### src/mwf_pkg.sv
// ----------------------------------------------------------------------------
// Modulated delay package
// Shared types and constants for the wow and flutter modulated delay line.
// ----------------------------------------------------------------------------
`default_nettype none

package mwf_pkg;

  localparam int BUFFER_DEPTH_DEF    = 2048;
  localparam int CHANNELS_DEF        = 2;
  localparam int SINE_TABLE_SIZE_DEF = 1024;
  localparam int SAMPLE_BITS_DEF     = 24;

  localparam int NOISE_BITS  = 24;
  localparam int ADDR_BITS   = 5;
  localparam int QUEUE_DEPTH = 2;

  localparam logic [63:0] Q30_ONE     = 64'd1073741824;
  localparam logic [63:0] HALF_PI_Q30 = 64'd1686629713;
  localparam logic [63:0] MAX_Q23_U   = 64'd8388607;

  localparam logic signed [26:0] MAX_Q23 = 27'sd8388607;
  localparam logic signed [26:0] MIN_Q23 = -27'sd8388608;

  localparam logic [16:0] WOW_MIX  = 17'd39322;
  localparam logic [16:0] SINE_MIX = 17'd26214;

  // Register indexes on the configuration port.
  localparam logic [2:0] REG_EFFECT_ON   = 3'd0;
  localparam logic [2:0] REG_ACTIVE_CH   = 3'd1;
  localparam logic [2:0] REG_BASE_DELAY  = 3'd2;
  localparam logic [2:0] REG_DEPTH       = 3'd3;
  localparam logic [2:0] REG_WOW_COEF    = 3'd4;
  localparam logic [2:0] REG_FLUTTER_INC = 3'd5;
  localparam logic [2:0] REG_JITTER_GAIN = 3'd6;

  typedef struct packed {
    logic        effect_on;
    logic [1:0]  active_channels;
    logic [18:0] base_delay;
    logic [18:0] depth;
    logic [15:0] wow_coefficient;
    logic [31:0] flutter_increment;
    logic [15:0] jitter_gain;
  } cfg_t;

  typedef struct packed {
    logic full;
    logic empty;
  } q_stat_t;

endpackage

`default_nettype wire

### src/mwf_queue.sv
// ----------------------------------------------------------------------------
// Work queue
// Two-entry queue between the modulation front end and the delay back end.
// ----------------------------------------------------------------------------
`default_nettype none

module mwf_queue #(
  parameter int Width = 8
) (
  input  wire logic             clk,
  input  wire logic             rst_n,
  input  wire logic             push,
  input  wire logic [Width-1:0] push_data,
  input  wire logic             pop,
  output logic [Width-1:0]      pop_data,
  output mwf_pkg::q_stat_t      stat
);
  import mwf_pkg::*;

  logic [Width-1:0] slot_r [QUEUE_DEPTH];
  logic             wr_ptr_r, wr_ptr_nxt;
  logic             rd_ptr_r, rd_ptr_nxt;
  logic [1:0]       count_r, count_nxt;
  logic             do_push, do_pop;

  assign do_push = push && (count_r != 2'(QUEUE_DEPTH));
  assign do_pop  = pop && (count_r != 2'd0);

  always_comb begin
    wr_ptr_nxt = do_push ? ~wr_ptr_r : wr_ptr_r;
    rd_ptr_nxt = do_pop ? ~rd_ptr_r : rd_ptr_r;
    count_nxt  = count_r + 2'(do_push) - 2'(do_pop);
  end

  always_ff @(posedge clk) begin
    if (!rst_n) begin
      wr_ptr_r <= 1'b0;
      rd_ptr_r <= 1'b0;
      count_r  <= 2'd0;
    end else begin
      wr_ptr_r <= wr_ptr_nxt;
      rd_ptr_r <= rd_ptr_nxt;
      count_r  <= count_nxt;
    end
  end

  always_ff @(posedge clk) begin
    if (do_push) begin
      slot_r[wr_ptr_r] <= push_data;
    end
  end

  assign pop_data   = slot_r[rd_ptr_r];
  assign stat.full  = (count_r == 2'(QUEUE_DEPTH));
  assign stat.empty = (count_r == 2'd0);

endmodule

`default_nettype wire

### config.mk
export PLATFORM = sky130hd
export DESIGN_NAME = mwf_queue
export DESIGN_NICKNAME = d
export VERILOG_FILES = /design/src/mwf_pkg.sv /design/src/mwf_queue.sv
export SDC_FILE = /design/constraint.sdc
export NUM_CORES = 1
export LEC_CHECK = 0
export BUFFER_PORTS_ARGS = -buffer_cell sky130_fd_sc_hd__clkbuf_2
export CORE_MARGIN = 10
export CORE_UTILIZATION = 52
export DETAILED_ROUTE_END_ITERATION = 10
export GPL_TIMING_DRIVEN = 0
export PLACE_DENSITY = 0.77
export RECOVER_POWER = 50
export SYNTH_ARGS = -nofsm -noshare
export SYNTH_HDL_FRONTEND = slang
export SYNTH_SLANG_ARGS = --single-unit
### constraint.sdc
create_clock -name clk -period 2.3 [get_ports clk]
set_input_delay 0.115 -clock clk [delete_from_list [all_inputs] [get_ports clk]]
set_output_delay 0.115 -clock clk [all_outputs]
set_load 0.005 [all_outputs]
==> run_results.csv <==
group,metric,value,unit
run_status,outcome,"complete, no violations",
placement,dp.cells,89,
synthesis,synth_top_area_cell,"edfxtp_1",
worst_setup_path,cp-end-kind,"flip-flop",
worst_setup_path,crit_start,"count_r[0]",
synthesis,synth_area_leaders,"edfxtp_1 59%, dfxtp_1 12%, mux2_2 11%, ha_1 3.1%, nor2_1 2.3%",
sta,setup_tns,0,ns
cells_and_area,utilization,69.8,%
floorplan,die_y,59.5,um
worst_setup_path,timing.rr.start,"count_r[0]",
global_routing,grt_pass1_vias,501,
cts,clockBufferDepth,2,
flow_run,cap_violations,0,
synthesis,synth.yosys.seq_area_share,71.5,%
synthesis,async_reset_ff_share,0,%
global_routing,antenna_found_initial,0,
worst_setup_path,crit_required,2.53,ns
cells_and_area,nets,100,
synthesis,ys_warn_count,0,
cts,hold_buffers,0,
cells_and_area,drive_gt1_share,37.6,%
sta,final_max_slew_viol_count,0,
global_routing,grt_max_degree,12,
cells_and_area,fin_cells,101,
synthesis,ys.flop_type,"edfxtp_1",
sta,fmax,603,MHz
global_routing,grt_use_total,7.85,%
synthesis,syn-num-nets,66,
cells_and_area,fin_area,1040,um2
synthesis,synth_top_area_share,59.2,%
cts,cts-resized-gates,0,
cts,cts_tree,"yes",
worst_setup_path,crit_path_end,"count_r[1]",
synthesis,ys_ff_latch,21,
worst_setup_path,r2r_setup_slack,0.64,ns
drt,wire_per_inst,13.9,um
worst_setup_path,rr_worst_depth,8,
synthesis,syn_inst,52,
placement,pre_cts_slack,0.639,ns
cells_and_area,antenna-diode-count,0,
placement,io_buffers,21,
floorplan,die_w,59.5,um
sta,skew,0.00287,ns
floorplan,die_area,3540,um2
worst_setup_path,crit_type,"flip-flop to flip-flop",
cts,post_cts_buffers,0,
cts,cts_buffers,3,
synthesis,synthTopCellsByCount,"16 x edfxtp_1, 8 x mux2_2, 5 x dfxtp_1, 5 x nor2_1, 3 x inv_1",
drt,vias,490,
synthesis,syn_area,812,um2
cts,h-tree-depth,1,
sta,rsz0062_at_grt,"no",
sta,finalHoldViolations,0,
floorplan,ioPinCount,22,
floorplan,core_area,1490,um2
sta,tightest_slew,0.678,ns
cts,clk_pin_slew,0.11,ns
hold_path,hold_path.class,"input port to flip-flop",
sta,slew_headroom,54.6,%
drt,drt_iter0_drc,10,
synthesis,ys_types,17,
placement,place_congestion,0.714,
synthesis,synth_most_common_cell,"edfxtp_1",
cells_and_area,syn_to_final_growth,28.0,%
drt,detail_route.wirelength,1410,um
floorplan,start_util,54.5,%
cts,root_buffer,"clkbuf_4",
sta,final.period_utilization,72.1,%
synthesis,syn_area_per_cell,15.6,um2
global_routing,grt_overflow_total,0,
drt,drt_pass1_iterations,4,
placement,placed_area,937,um2
hold_path,worstHoldStart,"rst_n",
worst_setup_path,cp.arrival,1.88,ns
cts,numClockSinks,21,
drt,vias_per_cell,4.85,
drt,post-route-drc-count,0,
worst_setup_path,critPathMaxFanout,4,
synthesis,synth-edff-count,16,
floorplan,num_rows,14,
sta,fin_ws,0.642,ns
power_and_ir_drop,power_leakage,0.439,nW
global_routing,grt_pass1_wl,2150,um
power_and_ir_drop,max-vdd-ir-drop,0.547,mV
worst_setup_path,reg2reg_to,"count_r[1]",
power_and_ir_drop,powerDensity,978,nW/um2
sta,period_minus_slack,1.66,ns
sta,finalSetupViolations,0,
worst_setup_path,cp-start-kind,"flip-flop",
drt,ant_nets,0,
cts,worstSkewPairLatency,0.29,ns
[state kept, by name, indices dropped and copies added (netlist names), named ones only]
register / count
slot_r: 16
count_r: 2
rd_ptr_r: 1
wr_ptr_r: 1
[metrics by stage]
step	hold slack [ns]	power, mW
floorplan	0.214	0.738
global placement	0.304	0.850
detailed placement	0.310	0.864
CTS	0.00160	1.03
global route	0.101	1.10
finish	0.0817	1.02
[power by group]
group,switching (mW),total [mW],internal [mW],leakage [nW]
logic,0.154,0.321,0.167,0.234
clock network,0.0995,0.167,0.0674,0.0150
registers,0.0328,0.529,0.496,0.191
[metal layers]
| metal | global-route usage, % | routed length, um | up-vias |
|---|---|---|---|
| met5 | 0 | 0 | - |
| met4 | 2.88 | 0 | 0 |
| met3 | 4.08 | 105 | 0 |
| met2 | 12.6 | 735 | 17 |
| met1 | 8.59 | 566 | 222 |
| li1 | - | - | 251 |
[worst max-delay path, cell delays in order, from the launching register on]
cell and delay [ns]:
dfxtp_1 0.38, nand2b_1 0.16, nand2_1 0.11, ha_1 0.29, inv_1 0.04, ha_1 0.18, xor2_1 0.15, and2_2 0.18
nor3_1 0.11
[layout make-up]
type | instances | area, um2
flip-flops and latches | 21 | 581
fillers | 113 | 449
multi-input cells | 27 | 215
repair buffers | 29 | 181
clock buffers | 4 | 26.3
well taps | 16 | 20.0
inverters | 3 | 11.3
plain buffers | 1 | 5.00
[worst min path at each step]
stage	to	depth (start not counted)
after detailed placement	slot_r[1][4]	1
after floorplan	slot_r[0][0]	0
after global routing	count_r[0]	2
final	count_r[0]	2
after CTS	slot_r[1][7]	1
after global placement	slot_r[0][2]	1
[layout by cell type, fill, tap and decap left out, drive strengths merged]
cell type,count
o21a,1
and3,1
dfxtp,5
buf,1
and2,2
xor2,1
inv,3
dlygate4sd3,8
edfxtp,16
xnor2,1
mux2i,1
clkbuf,25
nor2,5
ha,2
mux2,8
nand2,2
nor3,1
nand2b,2
[cells by family (layout without fill, tap and decap cells)]
group                      after synthesis  after routing  synth area share [%]
AOI/OAI and AO/OA                        1              1                  1.08
xor gates and xnor gates                 2              2                  2.16
adders and majority gates                2              2                  3.08
buffers and inverters                    4             37                  2.00
DFF                                     21             21                  71.5
muxes                                    9              9                  12.3
and+or+nand+nor                         13             13                  7.86
No activity file was read; power rests on OpenSTA's default activity.
