==> src/mwf_pkg.sv <==
// ----------------------------------------------------------------------------
// Modulated delay package
// Shared types and constants for the wow and flutter modulated delay line.
// ----------------------------------------------------------------------------
`default_nettype none

package mwf_pkg;

  localparam int BUFFER_DEPTH_DEF    = 2048;
  localparam int CHANNELS_DEF        = 2;
  localparam int SINE_TABLE_SIZE_DEF = 1024;
  localparam int SAMPLE_BITS_DEF     = 24;

  localparam int NOISE_BITS  = 24;
  localparam int ADDR_BITS   = 5;
  localparam int QUEUE_DEPTH = 2;

  localparam logic [63:0] Q30_ONE     = 64'd1073741824;
  localparam logic [63:0] HALF_PI_Q30 = 64'd1686629713;
  localparam logic [63:0] MAX_Q23_U   = 64'd8388607;

  localparam logic signed [26:0] MAX_Q23 = 27'sd8388607;
  localparam logic signed [26:0] MIN_Q23 = -27'sd8388608;

  localparam logic [16:0] WOW_MIX  = 17'd39322;
  localparam logic [16:0] SINE_MIX = 17'd26214;

  // Register indexes on the configuration port.
  localparam logic [2:0] REG_EFFECT_ON   = 3'd0;
  localparam logic [2:0] REG_ACTIVE_CH   = 3'd1;
  localparam logic [2:0] REG_BASE_DELAY  = 3'd2;
  localparam logic [2:0] REG_DEPTH       = 3'd3;
  localparam logic [2:0] REG_WOW_COEF    = 3'd4;
  localparam logic [2:0] REG_FLUTTER_INC = 3'd5;
  localparam logic [2:0] REG_JITTER_GAIN = 3'd6;

  typedef struct packed {
    logic        effect_on;
    logic [1:0]  active_channels;
    logic [18:0] base_delay;
    logic [18:0] depth;
    logic [15:0] wow_coefficient;
    logic [31:0] flutter_increment;
    logic [15:0] jitter_gain;
  } cfg_t;

  typedef struct packed {
    logic full;
    logic empty;
  } q_stat_t;

endpackage

`default_nettype wire

==> src/mwf_back.sv <==
// ----------------------------------------------------------------------------
// Delay back end
// Writes samples into the per-channel delay stores and interpolates the tap.
// ----------------------------------------------------------------------------
`default_nettype none

module mwf_back #(
  parameter int BufferDepth = 2048,
  parameter int Channels    = 2,
  parameter int SampleBits  = 24,
  parameter int EntryWidth  = 8
) (
  input  wire logic                  clk,
  input  wire logic                  rst_n,
  input  wire mwf_pkg::q_stat_t      q_stat,
  input  wire logic [EntryWidth-1:0] pop_data,
  output logic                       pop,
  output logic                       clearing,
  output logic                       out_valid,
  input  wire logic                  out_ready,
  output logic [SampleBits-1:0]      out_ch0,
  output logic [SampleBits-1:0]      out_ch1
);
  import mwf_pkg::*;

  localparam int AW = $clog2(BufferDepth);
  localparam int DW = AW + 8;
  localparam int PW = SampleBits + 10;

  typedef enum logic [2:0] {
    B_CLEAR, B_IDLE, B_ADDR, B_READ, B_MUL, B_OUT
  } bstate_t;

  bstate_t                st_r;
  logic [AW-1:0]          clr_cnt_r;
  logic [AW-1:0]          wpos_r;
  logic [EntryWidth-1:0]  ent_r;
  logic [AW-1:0]          i0_r, i1_r;
  logic [7:0]             frac_r;
  logic                   out_valid_r;
  logic [SampleBits-1:0]  out_r [2];

  logic                   e_bypass;
  logic [1:0]             e_proc;
  logic [DW-1:0]          e_delay;
  logic [SampleBits-1:0]  e_smp [2];
  logic signed [DW:0]     rd;
  logic [DW:0]            rdw;
  logic [AW-1:0]          i0;
  logic                   out_free;
  logic [SampleBits-1:0]  lane_res [2];

  assign {e_bypass, e_proc, e_delay, e_smp[0], e_smp[1]} = ent_r;

  assign pop      = (st_r == B_IDLE) && !q_stat.empty;
  assign clearing = (st_r == B_CLEAR);
  assign out_free = !out_valid_r || out_ready;

  always_comb begin
    rd  = $signed({1'b0, wpos_r, 8'b0}) - $signed({1'b0, e_delay});
    rdw = rd[DW] ? (DW+1)'(rd) + (DW+1)'(BufferDepth * 256) : (DW+1)'(rd);
    i0  = rdw[DW-1:8];
  end

  always_ff @(posedge clk) begin
    if (!rst_n) begin
      st_r        <= B_CLEAR;
      clr_cnt_r   <= '0;
      wpos_r      <= '0;
      out_valid_r <= 1'b0;
    end else begin
      if (st_r == B_OUT && out_free) begin
        out_valid_r <= 1'b1;
      end else if (out_ready) begin
        out_valid_r <= 1'b0;
      end
      case (st_r)
        B_CLEAR: begin
          clr_cnt_r <= clr_cnt_r + 1'b1;
          if (clr_cnt_r == AW'(BufferDepth - 1)) begin
            st_r <= B_IDLE;
          end
        end
        B_IDLE: begin
          if (!q_stat.empty) begin
            st_r <= B_ADDR;
          end
        end
        B_ADDR: begin
          if (e_bypass) begin
            st_r <= B_OUT;
          end else begin
            wpos_r <= (wpos_r == AW'(BufferDepth - 1)) ? '0 : wpos_r + 1'b1;
            st_r   <= B_READ;
          end
        end
        B_READ: st_r <= B_MUL;
        B_MUL:  st_r <= B_OUT;
        B_OUT: begin
          if (out_free) begin
            st_r <= B_IDLE;
          end
        end
        default: st_r <= B_IDLE;
      endcase
    end
  end

  always_ff @(posedge clk) begin
    if (pop) begin
      ent_r <= pop_data;
    end
    if (st_r == B_ADDR) begin
      i0_r   <= i0;
      i1_r   <= (i0 == AW'(BufferDepth - 1)) ? '0 : i0 + 1'b1;
      frac_r <= rdw[7:0];
    end
    if (st_r == B_OUT && out_free) begin
      out_r[0] <= lane_res[0];
      out_r[1] <= lane_res[1];
    end
  end

  for (genvar g = 0; g < 2; g++) begin : g_lane
    if (g < Channels) begin : g_mem
      logic [SampleBits-1:0]    store [BufferDepth];
      logic signed [SampleBits-1:0] q0_r, q1_r;
      logic signed [PW-1:0]     prod_r;
      logic signed [SampleBits:0] diff;
      logic signed [PW-1:0]     sum;
      logic                     we;
      logic [AW-1:0]            wa;
      logic [SampleBits-1:0]    wd;

      always_comb begin
        we   = clearing || (st_r == B_ADDR && !e_bypass && e_proc[g]);
        wa   = clearing ? clr_cnt_r : wpos_r;
        wd   = clearing ? '0 : e_smp[g];
        diff = (SampleBits+1)'(q1_r) - (SampleBits+1)'(q0_r);
        sum  = PW'(q0_r) + (prod_r >>> 8);
        lane_res[g] = (e_bypass || !e_proc[g]) ? e_smp[g] : sum[SampleBits-1:0];
      end

      always_ff @(posedge clk) begin
        if (we) begin
          store[wa] <= wd;
        end
        if (st_r == B_READ) begin
          q0_r <= store[i0_r];
          q1_r <= store[i1_r];
        end
        if (st_r == B_MUL) begin
          prod_r <= $signed({1'b0, frac_r}) * diff;
        end
      end
    end else begin : g_pass
      assign lane_res[g] = e_smp[g];
    end
  end

  assign out_valid = out_valid_r;
  assign out_ch0   = out_r[0];
  assign out_ch1   = out_r[1];

  ap_no_pop_in_clear : assert property (@(posedge clk) disable iff (!rst_n)
    (st_r == B_CLEAR) |-> !pop)
    else $error("queue popped during the clearing pass");

  ap_wpos_range : assert property (@(posedge clk) disable iff (!rst_n)
    wpos_r <= AW'(BufferDepth - 1))
    else $error("write position out of range");

  ap_hold_result : assert property (@(posedge clk) disable iff (!rst_n)
    (st_r == B_OUT && out_valid_r && !out_ready) |=> (st_r == B_OUT))
    else $error("result overwritten before it was taken");

endmodule

`default_nettype wire

==> config.mk <==
export PLATFORM = sky130hd
export DESIGN_NAME = mwf_back
export DESIGN_NICKNAME = d
export VERILOG_FILES = /design/src/mwf_pkg.sv /design/src/mwf_back.sv
export SDC_FILE = /design/constraint.sdc
export NUM_CORES = 1
export LEC_CHECK = 0
export ABC_AREA = 1
export BUFFER_PORTS_ARGS = -buffer_cell sky130_fd_sc_hd__buf_4
export CAP_MARGIN = 20
export CELL_PAD_IN_SITES_DETAIL_PLACEMENT = 0
export CELL_PAD_IN_SITES_GLOBAL_PLACEMENT = 1
export CORE_ASPECT_RATIO = 0.6
export CORE_UTILIZATION = 31
export DETAILED_ROUTE_END_ITERATION = 10
export GPL_ROUTABILITY_DRIVEN = 0
export PLACE_DENSITY_LB_ADDON = 0.1
export SYNTH_ARGS = -nofsm -noshare
export SYNTH_HDL_FRONTEND = slang
export SYNTH_SLANG_ARGS = --single-unit
==> constraint.sdc <==
create_clock -name clk -period 1.5 [get_ports clk]
set_clock_uncertainty 0.1 [all_clocks]
set_input_delay 0 -clock clk [delete_from_list [all_inputs] [get_ports clk]]
set_output_delay 0 -clock clk [all_outputs]
set_load 0.01 [all_outputs]
==> impl_metrics.tcl <==
set metrics [dict create \
    clockBufferDepth 2 \
    total_power_mw 1.63 \
    power_density_mw_per_mm2 849 \
    cts.htree.levels 2 \
    core.rowCount 19 \
    drt_pre_antenna_iters 5 \
    worst_ep_required_time_ps 1400 \
    synth_largest_area_cell "edfxtp_1" \
    yosysWarnings 0 \
    root_buffer "clkbuf_8" \
    cts_tree "built" \
    fin_area_mm2 0.00191 \
    diodes 0 \
    fin_cells 278 \
    hold_viol_final 0 \
    io_pins 64 \
    nFillCells 487 \
    synthDistinctLibCells 29 \
    drt-total-wl_um 2770 \
    grt_pass1_wl_um 4690 \
    reg2reg_depth 8 \
    vias 1141 \
    dpl-instance-area_mm2 0.00173 \
    hold_slack_ps 39.6 \
    detail_route.wl_per_cell_um 9.96 \
    min_path_type "in -> reg" \
    dieArea_mm2 0.00552 \
    worst_setup_path_end_kind "output pin" \
    crit_slowest_cell "dfxtp_2" \
    synthFlopType "edfxtp_1" \
    min_from "q_stat[0]" \
    syn-cell-area_mm2 0.00162 \
    path_common_cell "nor2_2" \
    ys_seq_elements 31 \
    start_util_pct 33.9 \
    grt_pass1_vias 1043 \
    critPathTopFamily "flip-flops" \
    synthTopCellsByCount "40 x buf_4, 23 x nand2_1, 16 x edfxtp_1, 16 x inv_1, 15 x dfxtp_1" \
    drt-initial-drc-count 24 \
    dpl_worst_slack_ps 120 \
    worst-path-max-fanout 9 \
    top_usage_layer "met2" \
    cts_buffers 5 \
    worstPathCellList "inv_1, nor2_2, nand2_1, nor2_2, buf_12, buf_4" \
    insertion_delay_ps 270 \
    ir_drop_v 0.000312 \
    rsz0062_at_grt "no" \
    slew_violations 0 \
    reg2reg_slack_ps 120 \
    syn_inst 175 \
    areaGrowthSynthToFinish_pct 18.3 \
    hpwl_um 2060 \
    met1_usage_pct 14.2 \
    core_mm2 0.00478 \
    route.detailed.drc 0 \
    whs_endpoint "st_r[1]$_SDFFE_PN0P_" \
    synth.most_common_cell "buf_4" \
    worst_r2r_endpoint "st_r[0]$_SDFFE_PN0P_" \
    setup_viol_count_final 0 \
    utilization_pct 40.1 \
    max_freq_ghz 0.713 \
    multi_input_area_um2 602 \
    gr-usage-met3_pct 3.15 \
    layout_setup_ws_ps 98.3 \
    antenna_left 0 \
    die_x_um 95.3 \
    clock_sinks 31 \
    grt-ovfl-total 0 \
    portBuffers 22 \
    path_class "reg -> out" \
    fin_nets 228 \
    track_usage_pct 11.5 \
    cap_viol_max_count 0 \
    die_h_um 58.0 \
    syn_area_per_cell_um2 9.24 \
    viasPerCell 4.10 \
    drive_gt1_share_pct 22.8 \
    antenna_found_initial 0 \
    synth_edf_count 16 \
    cts_setup_buffers 0 \
    cp-start-kind "register" \
    arrival_ps 1300 \
    yosys-top-cells-area "edfxtp_1 30%, buf_4 19%, dfxtp_1 19%, nand2_1 5.3%, a21oi_1 3.7%" \
    async_flop_share_pct 0 \
    synth_seq_area_share_pct 48.3 \
    cp_num_buf_inv 3 \
    cp_slowest_stage_delay_ps 370 \
    post-route-period-util_pct 93.4 \
    dp.cells 260 \
    grt_max_degree 11 \
    outcome "finished, final reports clean" \
    synth_top_area_share_pct 29.7 \
    regArea_um2 782 \
    use_met2_pct 18.2 \
    r2r_start "clr_cnt_r[1]$_SDFFE_PN0P_" \
    fin_setup_tns_ps 0 \
    fin_crit_ps 1400 \
    clk_pin_slew_worst_paths_ps 60 \
    p_leak_nw 0.820 \
    whs_path_depth 6 \
]
-- cells by family (layout without fill, tap and decap cells) --
| kind of cell | count (synthesis) | count (layout) | share of synthesized area (%) |
|---|---|---|---|
| compound gates | 19 | 19 | 6.26 |
| buf+inv | 60 | 61 | 23.7 |
| fa+ha+maj | 1 | 1 | 0.773 |
| flops | 31 | 31 | 48.3 |
| other cells | 1 | 40 | 0.232 |
| simple gates | 63 | 63 | 20.7 |
-- cell usage in the layout, fill, tap and decap left out, types with 2 or more instances in the layout --
master and n:
inv_1 16, nor2_1 13, a21oi_1 12, nand2_2 3, nand2_4 2, nand2_1 23, nand3_1 9, edfxtp_1 16
dfxtp_1 14, conb_1 40, buf_4 23, dlygate4sd3_1 10, clkbuf_8 5, nor2_2 4, o21ai_0 3, nor2_4 3
clkinv_1 2
-- how the worst max path moves through the flow --
stage | start | end | slack [ps] | depth (start not counted)
finish | st_r[0]$_SDFFE_PN0P_ | pop | 100 | 6
global placement | clr_cnt_r[1]$_SDFFE_PN0P_ | st_r[0]$_SDFFE_PN0P_ | 160 | 8
global route | clr_cnt_r[1]$_SDFFE_PN0P_ | st_r[0]$_SDFFE_PN0P_ | 7 | 8
CTS | st_r[0]$_SDFFE_PN0P_ | pop | 70 | 6
detailed placement | clr_cnt_r[1]$_SDFFE_PN0P_ | st_r[0]$_SDFFE_PN0P_ | 120 | 8
floorplan | st_r[0]$_SDFFE_PN0P_ | out_r[0][10]$_DFFE_PP_ | 50 | 2
-- power by group --
part / total, mW / leakage (nW) / switching [mW] / internal (mW)
combinational: 0.120 / 0.514 / 0.0747 / 0.0449
sequential: 0.901 / 0.266 / 0.00753 / 0.893
clock: 0.605 / 0.0403 / 0.289 / 0.316
-- per-layer routing --
| layer | up-vias | share of wire (%) |
|---|---|---|
| met5 | - | 0 |
| met4 | 0 | 2.1 |
| met3 | 8 | 5.9 |
| met2 | 50 | 46 |
| met1 | 523 | 46 |
| li1 | 560 | - |
-- registers in the layout, indices dropped and copies added, names as in the netlist --
signal,count
clr_cnt_r,11
ent_r,8
out_r,8
st_r,3
out_valid,1
-- worst min-delay path: stages --
cell and delay, ps:
buf_4 90, inv_1 30, nor2_1 90, nor2_1 60, nand2_1 70, nor3_2 40
-- cell type report --
cell class / count / area share (%)
clock buffers: 6 / 3.79
clock inverters: 2 / 0.392
inverters: 19 / 4.12
multi-input cells: 123 / 31.4
flip-flops and latches: 31 / 40.8
well taps: 63 / 4.12
repair buffers: 34 / 15.3
-- timing repair --
| action | CTS | global route |
|---|---|---|
| resized for setup | 1 | 0 |
| endpoints found under the hold margin | 18 | 0 |
| hold buffers | 10 | 0 |
| setup endpoints to repair | 1 | 0 |
No activity file was read; power rests on OpenSTA's default activity.
