`src/mwf_pkg.sv`:
```
// ----------------------------------------------------------------------------
// Modulated delay package
// Shared types and constants for the wow and flutter modulated delay line.
// ----------------------------------------------------------------------------
`default_nettype none

package mwf_pkg;

  localparam int BUFFER_DEPTH_DEF    = 2048;
  localparam int CHANNELS_DEF        = 2;
  localparam int SINE_TABLE_SIZE_DEF = 1024;
  localparam int SAMPLE_BITS_DEF     = 24;

  localparam int NOISE_BITS  = 24;
  localparam int ADDR_BITS   = 5;
  localparam int QUEUE_DEPTH = 2;

  localparam logic [63:0] Q30_ONE     = 64'd1073741824;
  localparam logic [63:0] HALF_PI_Q30 = 64'd1686629713;
  localparam logic [63:0] MAX_Q23_U   = 64'd8388607;

  localparam logic signed [26:0] MAX_Q23 = 27'sd8388607;
  localparam logic signed [26:0] MIN_Q23 = -27'sd8388608;

  localparam logic [16:0] WOW_MIX  = 17'd39322;
  localparam logic [16:0] SINE_MIX = 17'd26214;

  // Register indexes on the configuration port.
  localparam logic [2:0] REG_EFFECT_ON   = 3'd0;
  localparam logic [2:0] REG_ACTIVE_CH   = 3'd1;
  localparam logic [2:0] REG_BASE_DELAY  = 3'd2;
  localparam logic [2:0] REG_DEPTH       = 3'd3;
  localparam logic [2:0] REG_WOW_COEF    = 3'd4;
  localparam logic [2:0] REG_FLUTTER_INC = 3'd5;
  localparam logic [2:0] REG_JITTER_GAIN = 3'd6;

  typedef struct packed {
    logic        effect_on;
    logic [1:0]  active_channels;
    logic [18:0] base_delay;
    logic [18:0] depth;
    logic [15:0] wow_coefficient;
    logic [31:0] flutter_increment;
    logic [15:0] jitter_gain;
  } cfg_t;

  typedef struct packed {
    logic full;
    logic empty;
  } q_stat_t;

endpackage

`default_nettype wire

```
`src/mwf_front.sv`:
```
// ----------------------------------------------------------------------------
// Modulation front end
// Accepts frames, runs wow and flutter and turns them into a clamped delay.
// ----------------------------------------------------------------------------
`default_nettype none

module mwf_front #(
  parameter int BufferDepth   = 2048,
  parameter int Channels      = 2,
  parameter int SineTableSize = 1024,
  parameter int SampleBits    = 24,
  parameter int EntryWidth    = 8
) (
  input  wire logic                    clk,
  input  wire logic                    rst_n,
  input  wire mwf_pkg::cfg_t           cfg,
  input  wire logic                    clearing,
  input  wire logic                    in_valid,
  output logic                         in_ready,
  input  wire logic [SampleBits-1:0]   in_sample_ch0,
  input  wire logic [SampleBits-1:0]   in_sample_ch1,
  input  wire logic signed [mwf_pkg::NOISE_BITS-1:0] in_wow_noise,
  input  wire logic signed [mwf_pkg::NOISE_BITS-1:0] in_jitter_noise,
  input  wire mwf_pkg::q_stat_t        q_stat,
  output logic                         push,
  output logic [EntryWidth-1:0]        push_data
);
  import mwf_pkg::*;

  localparam int DW   = $clog2(BufferDepth) + 8;
  localparam int IW   = $clog2(SineTableSize + 1);
  localparam int RomN = SineTableSize + 1;
  localparam logic signed [31:0] DMax = 32'sd256 * 32'(BufferDepth - 2);

  typedef logic [22:0] rom_t [RomN];

  function automatic rom_t build_rom();
    rom_t        r;
    logic [63:0] x, x2, t, s, v;
    for (int k = 0; k < RomN; k++) begin
      x  = (64'(k) * HALF_PI_Q30 + 64'(SineTableSize / 2)) / 64'(SineTableSize);
      x2 = (x * x) >> 30;
      t  = Q30_ONE;
      t  = Q30_ONE - ((x2 * t) >> 30) / 64'd156;
      t  = Q30_ONE - ((x2 * t) >> 30) / 64'd110;
      t  = Q30_ONE - ((x2 * t) >> 30) / 64'd72;
      t  = Q30_ONE - ((x2 * t) >> 30) / 64'd42;
      t  = Q30_ONE - ((x2 * t) >> 30) / 64'd20;
      t  = Q30_ONE - ((x2 * t) >> 30) / 64'd6;
      s  = (x * t) >> 30;
      v  = (s + 64'd64) >> 7;
      if (v > MAX_Q23_U) begin
        v = MAX_Q23_U;
      end
      r[k] = v[22:0];
    end
    return r;
  endfunction

  localparam rom_t SineRom = build_rom();

  typedef enum logic [3:0] {
    F_IDLE, F_M1, F_M2, F_M3, F_M4, F_M5, F_M6, F_M7, F_M8, F_PUSH
  } fstate_t;

  fstate_t                 st_r;
  logic signed [23:0]      wow_r;
  logic [31:0]             phase_r;
  logic signed [41:0]      wprod_r;
  logic [31:0]             jamt_r;
  logic signed [23:0]      jn_r;
  logic signed [56:0]      jprod_r;
  logic signed [40:0]      pw_r;
  logic [IW-1:0]           saddr_r;
  logic [1:0]              quad_r;
  logic [22:0]             rom_q_r;
  logic signed [41:0]      ps_r;
  logic signed [24:0]      mod_r;
  logic signed [44:0]      dprod_r;
  logic [DW-1:0]           delay_r;
  logic [SampleBits-1:0]   s0_r, s1_r;
  logic [1:0]              proc_r;

  logic signed [24:0]      wdiff;
  logic signed [41:0]      wmul;
  logic [47:0]             jamt_full;
  logic signed [26:0]      wsum;
  logic signed [23:0]      wow_nxt;
  logic signed [56:0]      jmul;
  logic [42:0]             pos_prod;
  logic [IW-1:0]           idx;
  logic signed [24:0]      sine_c;
  logic signed [41:0]      smul;
  logic signed [42:0]      msum;
  logic signed [44:0]      dmul;
  logic signed [31:0]      dsum;
  logic [DW-1:0]           delay_nxt;
  logic [1:0]              nact;
  logic                    accept;

  assign in_ready = (st_r == F_IDLE) && !q_stat.full && !clearing;
  assign accept   = in_valid && in_ready;

  always_comb begin
    wdiff     = 25'(in_wow_noise) - 25'(wow_r);
    wmul      = $signed({1'b0, cfg.wow_coefficient}) * wdiff;
    jamt_full = 48'(cfg.flutter_increment) * 48'(cfg.jitter_gain);
    wsum      = 27'(wow_r) + 27'($signed(wprod_r[41:16]));
    if (wsum > MAX_Q23) begin
      wow_nxt = 24'(MAX_Q23);
    end else if (wsum < MIN_Q23) begin
      wow_nxt = 24'(MIN_Q23);
    end else begin
      wow_nxt = wsum[23:0];
    end
    jmul     = $signed({1'b0, jamt_r}) * jn_r;
    pos_prod = 43'(phase_r[29:0]) * 43'(SineTableSize);
    idx      = IW'(pos_prod[42:30]);
    sine_c   = quad_r[1] ? -$signed({2'b00, rom_q_r}) : $signed({2'b00, rom_q_r});
    smul     = sine_c * $signed(SINE_MIX);
    msum     = 43'(pw_r) + 43'(ps_r);
    dmul     = $signed({1'b0, cfg.depth}) * mod_r;
    dsum     = $signed({13'b0, cfg.base_delay}) + 32'($signed(dprod_r[44:23]));
    if (dsum < 32'sd0) begin
      delay_nxt = '0;
    end else if (dsum > DMax) begin
      delay_nxt = DW'(DMax);
    end else begin
      delay_nxt = DW'(dsum);
    end
    nact = (cfg.active_channels > 2'(Channels)) ? 2'(Channels) : cfg.active_channels;
  end

  // A bypass beat goes straight into the queue; an effect beat is pushed from
  // the registers once the delay is known.
  always_comb begin
    if (st_r == F_IDLE) begin
      push      = accept && !cfg.effect_on;
      push_data = {1'b1, 2'b00, {DW{1'b0}}, in_sample_ch0, in_sample_ch1};
    end else begin
      push      = (st_r == F_PUSH) && !q_stat.full;
      push_data = {1'b0, proc_r, delay_r, s0_r, s1_r};
    end
  end

  always_ff @(posedge clk) begin
    if (!rst_n) begin
      st_r    <= F_IDLE;
      wow_r   <= '0;
      phase_r <= '0;
    end else begin
      case (st_r)
        F_IDLE: begin
          if (accept && cfg.effect_on) begin
            st_r <= F_M1;
          end
        end
        F_M1: begin
          wow_r <= wow_nxt;
          st_r  <= F_M2;
        end
        F_M2: begin
          phase_r <= phase_r + cfg.flutter_increment + jprod_r[54:23];
          st_r    <= F_M3;
        end
        F_M3: st_r <= F_M4;
        F_M4: st_r <= F_M5;
        F_M5: st_r <= F_M6;
        F_M6: st_r <= F_M7;
        F_M7: st_r <= F_M8;
        F_M8: st_r <= F_PUSH;
        F_PUSH: begin
          if (!q_stat.full) begin
            st_r <= F_IDLE;
          end
        end
        default: st_r <= F_IDLE;
      endcase
    end
  end

  always_ff @(posedge clk) begin
    if (accept) begin
      s0_r    <= in_sample_ch0;
      s1_r    <= in_sample_ch1;
      jn_r    <= in_jitter_noise;
      wprod_r <= wmul;
      jamt_r  <= jamt_full[47:16];
      proc_r  <= {nact > 2'd1, nact > 2'd0};
    end
    if (st_r == F_M1) begin
      jprod_r <= jmul;
    end
    if (st_r == F_M2) begin
      pw_r <= wow_r * $signed(WOW_MIX);
    end
    if (st_r == F_M3) begin
      quad_r  <= phase_r[31:30];
      saddr_r <= phase_r[30] ? IW'(SineTableSize) - idx : idx;
    end
    if (st_r == F_M4) begin
      rom_q_r <= SineRom[saddr_r];
    end
    if (st_r == F_M5) begin
      ps_r <= smul;
    end
    if (st_r == F_M6) begin
      mod_r <= msum[40:16];
    end
    if (st_r == F_M7) begin
      dprod_r <= dmul;
    end
    if (st_r == F_M8) begin
      delay_r <= delay_nxt;
    end
  end

endmodule

`default_nettype wire

```
`config.mk`:
```
export PLATFORM = sky130hd
export DESIGN_NAME = mwf_front
export DESIGN_NICKNAME = d
export VERILOG_FILES = /design/src/mwf_pkg.sv /design/src/mwf_front.sv
export SDC_FILE = /design/constraint.sdc
export NUM_CORES = 1
export LEC_CHECK = 0
export ABC_CLOCK_PERIOD_IN_PS = 2900
export BUFFER_PORTS_ARGS = -buffer_cell sky130_fd_sc_hd__buf_2
export CORE_AREA = 4 4 82 84
export DETAILED_ROUTE_END_ITERATION = 16
export DIE_AREA = 0 0 86 88
export PLACE_DENSITY = 0.54
export SKIP_CTS_REPAIR_TIMING = 1
export SYNTH_ARGS = -nofsm -noshare
export SYNTH_HDL_FRONTEND = slang
export SYNTH_SLANG_ARGS = --single-unit
```
`constraint.sdc`:
```
create_clock -name clk -period 2.9 [get_ports clk]
set_clock_uncertainty 0.05 [all_clocks]
set_input_delay 0.145 -clock clk [delete_from_list [all_inputs] [get_ports clk]]
set_output_delay 0.145 -clock clk [all_outputs]
set_load 0.005 [all_outputs]
```
==> results of run 1 <==
[cell usage in the layout (no fill, tap or decap)]
| master | n |
|---|---|
| or2_4 | 1 |
| xnor2_1 | 1 |
| edfxtp_1 | 8 |
| and3_2 | 1 |
| xor2_1 | 1 |
| mux2_2 | 8 |
| dfxtp_1 | 4 |
| a21oi_1 | 1 |
| nand3_1 | 1 |
| nor3_1 | 1 |
| nand2b_1 | 2 |
| nor2_1 | 4 |
| nand2_1 | 1 |
| buf_2 | 23 |
| a2111oi_0 | 1 |
| mux2i_1 | 1 |
| nor4b_1 | 1 |
| inv_1 | 1 |
| clkbuf_8 | 4 |
| a311oi_1 | 1 |
| and2_2 | 1 |
| nor3_4 | 1 |
| a21boi_0 | 1 |
| nand4b_1 | 1 |
[critical path: cells and delay by family, from the launching register on]
kind | cells | cell delay [ps]
buf+inv | 1 | 130
flops | 1 | 340
mux | 1 | 390
simple gates | 2 | 690
[metrics by stage]
stage | total power [W] | utilization [%] | worst slack (ps) | cell area, sq um
floorplan | 0.000230 | - | 1340 | 578
global placement | 0.000259 | 13.2 | 1070 | 779
detailed placement | 0.000259 | 13.2 | 1070 | 779
CTS | 0.000448 | 14.1 | 883 | 835
finish | 0.000436 | 14.1 | 929 | 835
global route | 0.000463 | 14.1 | 811 | 835
[cell type report]
cell class	instances	area, sq um
Clock buffer	4	55.1
Fill cell	645	5090
Inverter	1	3.75
Multi-Input combinational cell	30	246
Sequential cell	12	320
Tap cell	75	93.8
Timing Repair Buffer	23	115
[how the worst min path moves through the flow]
stage | to | slack (ps) | cells past startpoint
4_1_cts | s1_r[6] | 40 | 1
3_3_place_gp | s1_r[7] | 290 | 1
2_1_floorplan | s1_r[0] | 190 | 0
5_1_grt | s1_r[6] | 40 | 1
6_report | s1_r[3] | 40 | 1
3_5_place_dp | s1_r[0] | 290 | 1
[cells by family (layout without fill, tap and decap cells)]
kind of cell | count (synthesis) | after routing | share of synthesized area, %
multiplexers | 9 | 9 | 17.3
buffers and inverters | 3 | 28 | 1.95
XOR/XNOR | 2 | 2 | 3.03
AO/OA/AOI/OAI | 4 | 4 | 5.20
AND/OR/NAND/NOR | 15 | 15 | 17.1
flip-flops | 12 | 12 | 55.4
[layer usage]
metal	part of all wire [%]	vias to the layer above	GRT usage (%)
met2	43	16	4.34
met3	9.2	0	1.98
met4	0	0	2.16
li1	-	216	-
met5	0	-	0
met1	48	190	4.67
[registers in the layout, summed over array words and instances, names as in the netlist]
signal,count
st_r,4
s1_r,8
[power by group]
part | internal [W] | switching [W]
clock | 0.000120 | 0.0000623
combinational | 0.0000348 | 0.0000264
sequential | 0.000189 | 0.00000403
total | 0.000344 | 0.0000927
==> results.tsv, run 1 <==
stage	metric	value	unit
route	Residual DRC	0	
route	drt total wl	1.26	mm
yosys	Synth area leader	edfxtp_1	
global_routing	largest net degree at the start of global routing	11	
yosys	commonest cells in the netlist	edfxtp_1, mux2_2, dfxtp_1, nor2_1	
route	Starting DRT DRC Count	12	
yosys	synth warn	0	
die	Die Area	7570	sq um
timing	fmax	0.507	GHz
yosys	Cells after Synth	45	
critical_path	reg2reg start	st_r[2]	
hold_path	Hold Startpoint	in_sample_ch1[3]	
power_and_ir_drop	leakage	0.311	nW
placement	# port buffers	23	
timing	Final Hold Viols	0	
route	routed len/inst	8.70	um
timing	crit path time final	1970	ps
global_routing	initial antenna violation count	0	
timing	unrepaired setup endpoints after global routing	no	
finish	share of layout cells above drive strength 1	55.7	%
yosys	Mapped Area	578	sq um
critical_path	R2R depth	3	
critical_path	crit-path max FO	10	
clocking	TritonCTS clock tree	built	
finish	Post-Layout Cell Count	145	
timing	Tcrit/Tclk final	68.0	%
route	drt first pass iters	4	
yosys	Post-Syn Nets	252	
critical_path	CP max-delay cell	nor3_4	
critical_path	CP Cell Sequence	or2_4 -> nor3_4 -> mux2_2 -> buf_2	
clocking	CTS Sinks	12	
clocking	Root Driver	clkbuf_8	
power_and_ir_drop	Power Density	523	nW/um^2
die	I/O pins	217	
die	die width	86	um
placement	post-detail-place hpwl	1.04	mm
critical_path	crit path from	st_r[2]	
critical_path	worst setup path end	push_data[0]	
yosys	post-synthesis sequential area ratio	55.4	%
power_and_ir_drop	VDD IR max	0.161	mV
critical_path	WP data arrival	1780	ps
finish	synthesis-to-layout area growth	44.4	%
placement	placed cells	141	
timing	final setup fails	0	
critical_path	WS Path Type	flip-flop to output pin	
route	Via Count	422	
clocking	Clock Pin Slew Worst Setup and Hold Paths	60	ps
yosys	area share of the largest cell type after synthesis	41.6	%
critical_path	R2R setup slack	1100	ps
global_routing	first-pass GRT wire length	2.01	mm
global_routing	Tot GR Track Use	3.54	%
route	post-route ant nets	0	
clocking	later-pin clock latency in the skew report	240	ps
run	Max Cap Violations	0	
die	die span in y	88	um
die	Cell Rows	28	
die	starting utilization of the core area	9.76	%
hold_path	Hold Path Class	input pin to flip-flop	
yosys	ys async rst share	0	%
yosys	Synth cell types	23	
timing	Worst Hold Slack	43.2	ps
critical_path	Worst Path Required	2710	ps
timing	Post-Route Setup TNS	0	ps
critical_path	Reg2Reg Capture Point	s1_r[0]	
clocking	deepest clock path buffer count	2	
finish	final net count	278	
global_routing	gr ovfl total	0	
yosys	synth top area cells	edfxtp_1, mux2_2, dfxtp_1	
finish	number of diodes	0	
critical_path	Worst setup SP type	flip-flop	
clocking	TritonCTS Buffers	3	
timing	Slew Limit Fails	0	
yosys	Post-synth EDFFs	8	
critical_path	crit end category	output pin	
timing	actual slew at the worst max-slew pin	493	ps
global_routing	vias in the first global route	407	
placement	Routability Congestion	0.683	
route	Via density	2.91	
yosys	Most used DFF post-synth	edfxtp_1	
timing	Max-slew headroom	67.0	%
clocking	H-tree levels	1	
run_status	status	completed	
yosys	synthesized flop and latch total	12	
yosys	Mean Syn Cell Area	12.8	sq um
critical_path	delay of the slowest cell on the worst path	400	ps
die	core area	5920	sq um
Power figures use the tool's default switching activity.
==> run 2, diff against run 1 <==
- ABC_CLOCK_PERIOD_IN_PS: 2900 -> 1980
- clock period: 2.9 -> 1.98 ns (I/O delays scaled with it)
==> run 2 against run 1 <==
  * Die area unchanged
  * Non-clock buffer count increased by 9
  * Routed wire length grew 3.0%
  * Setup slack lost 710 ps
  * Critical path type unchanged
  * Critical endpoint unchanged
  * Largest cell class unchanged
==> results.tsv, run 2 (synthesis gave the netlist of run 1 again) <==
stage	metric	value	unit
die	Cell Rows	28	
placement	placed cells	143	
timing	Slew Limit Fails	0	
critical_path	R2R depth	4	
hold_path	Hold Path Class	input pin to flip-flop	
finish	max FFs per register	8	
placement	post-detail-place hpwl	1.05	mm
finish	Design Area, Final	920	sq um
critical_path	Worst setup SP type	flip-flop	
finish	share of layout cells above drive strength 1	51.9	%
finish	most common cell after layout, fill and taps aside	buf_2	
run_status	status	completed	
timing	Worst Hold Slack	12.9	ps
clocking	deepest clock path buffer count	2	
die	die span in y	88	um
global_routing	first-pass GRT wire length	2.01	mm
timing	Tcrit/Tclk final	89.2	%
clocking	Root Driver	clkbuf_8	
hold_path	WHS Path Cells	1	
power_and_ir_drop	Power Density	713	nW/um^2
clocking	Clock Pin Slew Worst Setup and Hold Paths	60	ps
global_routing	gr ovfl total	0	
finish	most frequent cells in the layout	buf_2, mux2_2, edfxtp_1	
route	Residual DRC	0	
die	I/O pins	217	
critical_path	WP data arrival	1620	ps
timing	fmax	0.566	GHz
finish	final net count	287	
timing	unrepaired setup endpoints after global routing	no	
clocking	later-pin clock latency in the skew report	240	ps
finish	Top Registers	s1_r (8), st_r (4)	
global_routing	largest net degree at the start of global routing	10	
finish	Largest Register	s1_r	
clocking	TritonCTS clock tree	built	
route	post-route ant nets	0	
die	die width	86	um
critical_path	WS Path Type	flip-flop to output pin	
timing	crit path time final	1770	ps
clocking	TritonCTS Buffers	3	
placement	# port buffers	23	
finish	number of diodes	0	
global_routing	Tot GR Track Use	3.46	%
placement	Routability Congestion	0.665	
global_routing	vias in the first global route	441	
clocking	H-tree levels	1	
power_and_ir_drop	VDD IR max	0.269	mV
timing	Post-Route Setup TNS	0	ps
power_and_ir_drop	leakage	0.349	nW
timing	final setup fails	0	
route	Via density	3.03	
timing	Final Hold Viols	0	
critical_path	crit-path max FO	6	
timing	Max-slew headroom	77.7	%
route	drt total wl	1.30	mm
die	core area	5920	sq um
run	Max Cap Violations	0	
route	routed len/inst	8.44	um
critical_path	crit end category	output pin	
placement	pre-CTS setup slack	372	ps
route	Starting DRT DRC Count	17	
finish	synthesis-to-layout area growth	59.1	%
route	Via Count	467	
finish	FILL cells	648	
clocking	CTS Sinks	12	
finish	Post-Layout Cell Count	154	
timing	Final Worst Setup Slack	215	ps
die	starting utilization of the core area	9.76	%
critical_path	Worst Path Required	1830	ps
route	drt first pass iters	3	
global_routing	initial antenna violation count	0	
placement	placed instance area	795	sq um
timing	actual slew at the worst max-slew pin	326	ps
die	Die Area	7570	sq um
-- run 2: changes by cell type in the layout (fill, tap and decap cells not counted) --
cell	delta
dlygate4sd3_1	+7
buf_4	+2
-- run 2: layout make-up --
cell class / count / area [sq um] / share of cell area [%]
Tap cell: 75 / 93.8 / 10.2
Clock buffer: 4 / 55.1 / 5.99
Inverter: 1 / 3.75 / 0.408
Multi-Input combinational cell: 30 / 246 / 26.8
Sequential cell: 12 / 320 / 34.8
Timing Repair Buffer: 32 / 200 / 21.8
-- run 2: per-stage QoR --
stage	total power (W)	utilization, %
after floorplan	0.000336	-
after global placement	0.000385	13.4
after detailed placement	0.000386	13.4
after CTS	0.000657	14.3
after global routing	0.000695	15.5
final	0.000656	15.5
-- run 2: layer usage --
| layer | up-vias | GRT usage [%] | share of wire (%) |
|---|---|---|---|
| li1 | 233 | - | - |
| met1 | 214 | 5.12 | 49 |
| met2 | 18 | 4.13 | 41 |
| met3 | 2 | 1.41 | 8.9 |
| met4 | 0 | 1.73 | 1.2 |
| met5 | - | 0 | 0 |
-- run 2: path summary, 6_finish.rpt --
kind / from / to / slack, ps
setup / recovery: st_r[2] / push_data[0] / 210
hold reg to reg: st_r[2] / st_r[3] / 490
hold / removal: in_sample_ch1[4] / s1_r[4] / 10
setup reg to reg: st_r[2] / s1_r[0] / 390
-- run 2: where the power goes --
part	switching [W]	internal [W]
clock network	0.0000907	0.000176
logic	0.0000411	0.0000654
registers	0.00000599	0.000277
-- run 2: worst max-delay path, cell delays in order (launching register included) --
cell and delay [ps]:
dfxtp_1 340, or2_4 290, nor3_4 130, buf_4 170, mux2_2 330, buf_2 130
==> run 3, diff against run 2 <==
- CORE_AREA: 4 4 82 84 -> 2 2 84 86
- PLACE_DENSITY: 0.54 -> 0.5
==> run 3 against run 2 <==
  * Global-route usage up 0.13 points
  * Final area up 0.68%
  * Largest cell class unchanged
  * Combinational power about the same
  * Non-clock buffer count unchanged
  * Utilization down 1.6 points
  * First-iteration DRC count down 65%
  * Critical path type unchanged
  * Sequential cell count unchanged
  * Routed wire length down 0.77%
==> results.tsv, run 3 (synthesis gave the netlist of run 1 again) <==
stage	metric	value	unit
critical_path	Reg2Reg Capture Point	s1_r[7]	
global_routing	first-pass GRT wire length	2.13	mm
power_and_ir_drop	VDD IR max	0.211	mV
timing	actual slew at the worst max-slew pin	336	ps
critical_path	crit path from	st_r[1]	
critical_path	WS Path Type	flip-flop to output pin	
die	die width	86	um
die	starting utilization of the core area	8.70	%
run_status	status	completed	
placement	post-detail-place hpwl	993	um
route	Via Count	458	
global_routing	largest net degree at the start of global routing	10	
critical_path	crit-path max FO	5	
clocking	TritonCTS Buffers	3	
global_routing	Tot GR Track Use	3.59	%
die	core area	6640	sq um
global_routing	vias in the first global route	461	
clocking	later-pin clock latency in the skew report	240	ps
finish	share of layout cells above drive strength 1	51.9	%
critical_path	R2R setup slack	350	ps
clocking	H-tree levels	1	
route	routed len/inst	8.11	um
route	post-route ant nets	0	
timing	crit path time final	1820	ps
critical_path	CP max-delay cell	dfxtp_1	
timing	fmax	0.551	GHz
critical_path	CP Cell Sequence	or2_4 -> nor3_4 -> buf_4 -> mux2_2 -> buf_2	
route	drt total wl	1.29	mm
clocking	TritonCTS clock tree	built	
run	Max Cap Violations	0	
clocking	CTS Sinks	12	
hold_path	WHS Path Cells	1	
critical_path	largest delay contributor family on the critical path	simple AND/OR/NAND/NOR gates	
finish	most frequent cells in the layout	buf_2, mux2_2, edfxtp_1	
finish	number of diodes	0	
global_routing	initial antenna violation count	0	
critical_path	crit end category	output pin	
critical_path	delay of the slowest cell on the worst path	350	ps
route	Starting DRT DRC Count	6	
die	Die Area	7570	sq um
finish	Layout Utilization	13.9	%
critical_path	Worst Path Required	1830	ps
timing	Tcrit/Tclk final	91.7	%
hold_path	Hold Startpoint	in_sample_ch1[0]	
finish	max FFs per register	8	
finish	Largest Register	s1_r	
die	I/O pins	217	
hold_path	Hold Path Class	input pin to flip-flop	
clocking	deepest clock path buffer count	2	
timing	Final Hold Viols	0	
finish	final net count	287	
finish	FILL cells	740	
power_and_ir_drop	Power Density	712	nW/um^2
critical_path	WP data arrival	1670	ps
timing	final setup fails	0	
placement	# port buffers	23	
clocking	Root Driver	clkbuf_8	
finish	synthesis-to-layout area growth	60.2	%
die	die span in y	88	um
finish	Top Registers	s1_r (8), st_r (4)	
die	Cell Rows	30	
hold_path	WHS Endpoint	s1_r[0]	
clocking	Clock Pin Slew Worst Setup and Hold Paths	60	ps
route	drt first pass iters	2	
critical_path	Worst setup SP type	flip-flop	
placement	Routability Congestion	0.661	
timing	Slew Limit Fails	0	
critical_path	Crit path buffers/inverters	2	
timing	Post-Route Setup TNS	0	ps
critical_path	R2R depth	4	
global_routing	gr ovfl total	0	
power_and_ir_drop	leakage	0.349	nW
timing	unrepaired setup endpoints after global routing	no	
finish	most common cell after layout, fill and taps aside	buf_2	
route	Via density	2.88	
critical_path	reg2reg start	st_r[1]	
timing	Max-slew headroom	77.6	%
route	Residual DRC	0	
## run 3: cell counts in the layout (fill, tap and decap cells not counted)
Identical to the previous run, type by type.
## run 3: area by class of cell
cell class                 count  area (sq um)  share of cell area [%]
clock buffer                   4          55.1                    5.95
inverter                       1          3.75                   0.405
multi-input combinational     30           246                    26.6
sequential                    12           320                    34.6
tap                           80           100                    10.8
timing repair buffer          32           200                    21.6
## run 3: how the worst max path moves through the flow
| stage | end | slack (ps) | depth (start not counted) |
|---|---|---|---|
| 4_1_cts | push_data[7] | 30 | 5 |
| 3_3_place_gp | push_data[7] | 300 | 5 |
| 6_report | push_data[7] | 160 | 5 |
| 3_5_place_dp | push_data[7] | 310 | 5 |
| 5_1_grt | push_data[6] | 80 | 5 |
| 2_1_floorplan | s1_r[0] | 420 | 3 |
## run 3: worst register-to-register path, stage by stage, from the launching register on
cell and delay [ps]:
dfxtp_1 350, or2_4 270, nor3_4 170, buf_4 160, and3_2 310
## run 3: power by group
| group | switching [W] | leakage (nW) | internal, W |
|---|---|---|---|
| sequential | 0.00000613 | 0.106 | 0.000277 |
| clock | 0.0000942 | 0.0288 | 0.000176 |
| combinational | 0.0000409 | 0.215 | 0.0000658 |
## run 3: routing by layer
layer  share of wire (%)  wire (um)  track usage (%)  vias to the layer above
li1                    -          -                -                      233
met1                  48        619             4.76                      209
met2                  46        596             5.36                       16
met3                 5.6         72             1.32                        0
met4                   0          0             1.30                        0
met5                   0          0                0                        -
## run 3: per-stage QoR
stage | area (sq um) | hold WS [ps] | cells | worst slack [ps] | power [W]
floorplan | 578 | 148 | 45 | 415 | 0.000336
global placement | 793 | 238 | 147 | 304 | 0.000382
detailed placement | 793 | 245 | 147 | 305 | 0.000382
CTS | 848 | -11.1 | 151 | 30.2 | 0.000660
finish | 926 | 4.15 | 159 | 164 | 0.000660
global route | 926 | 0.468 | 159 | 76.6 | 0.000697
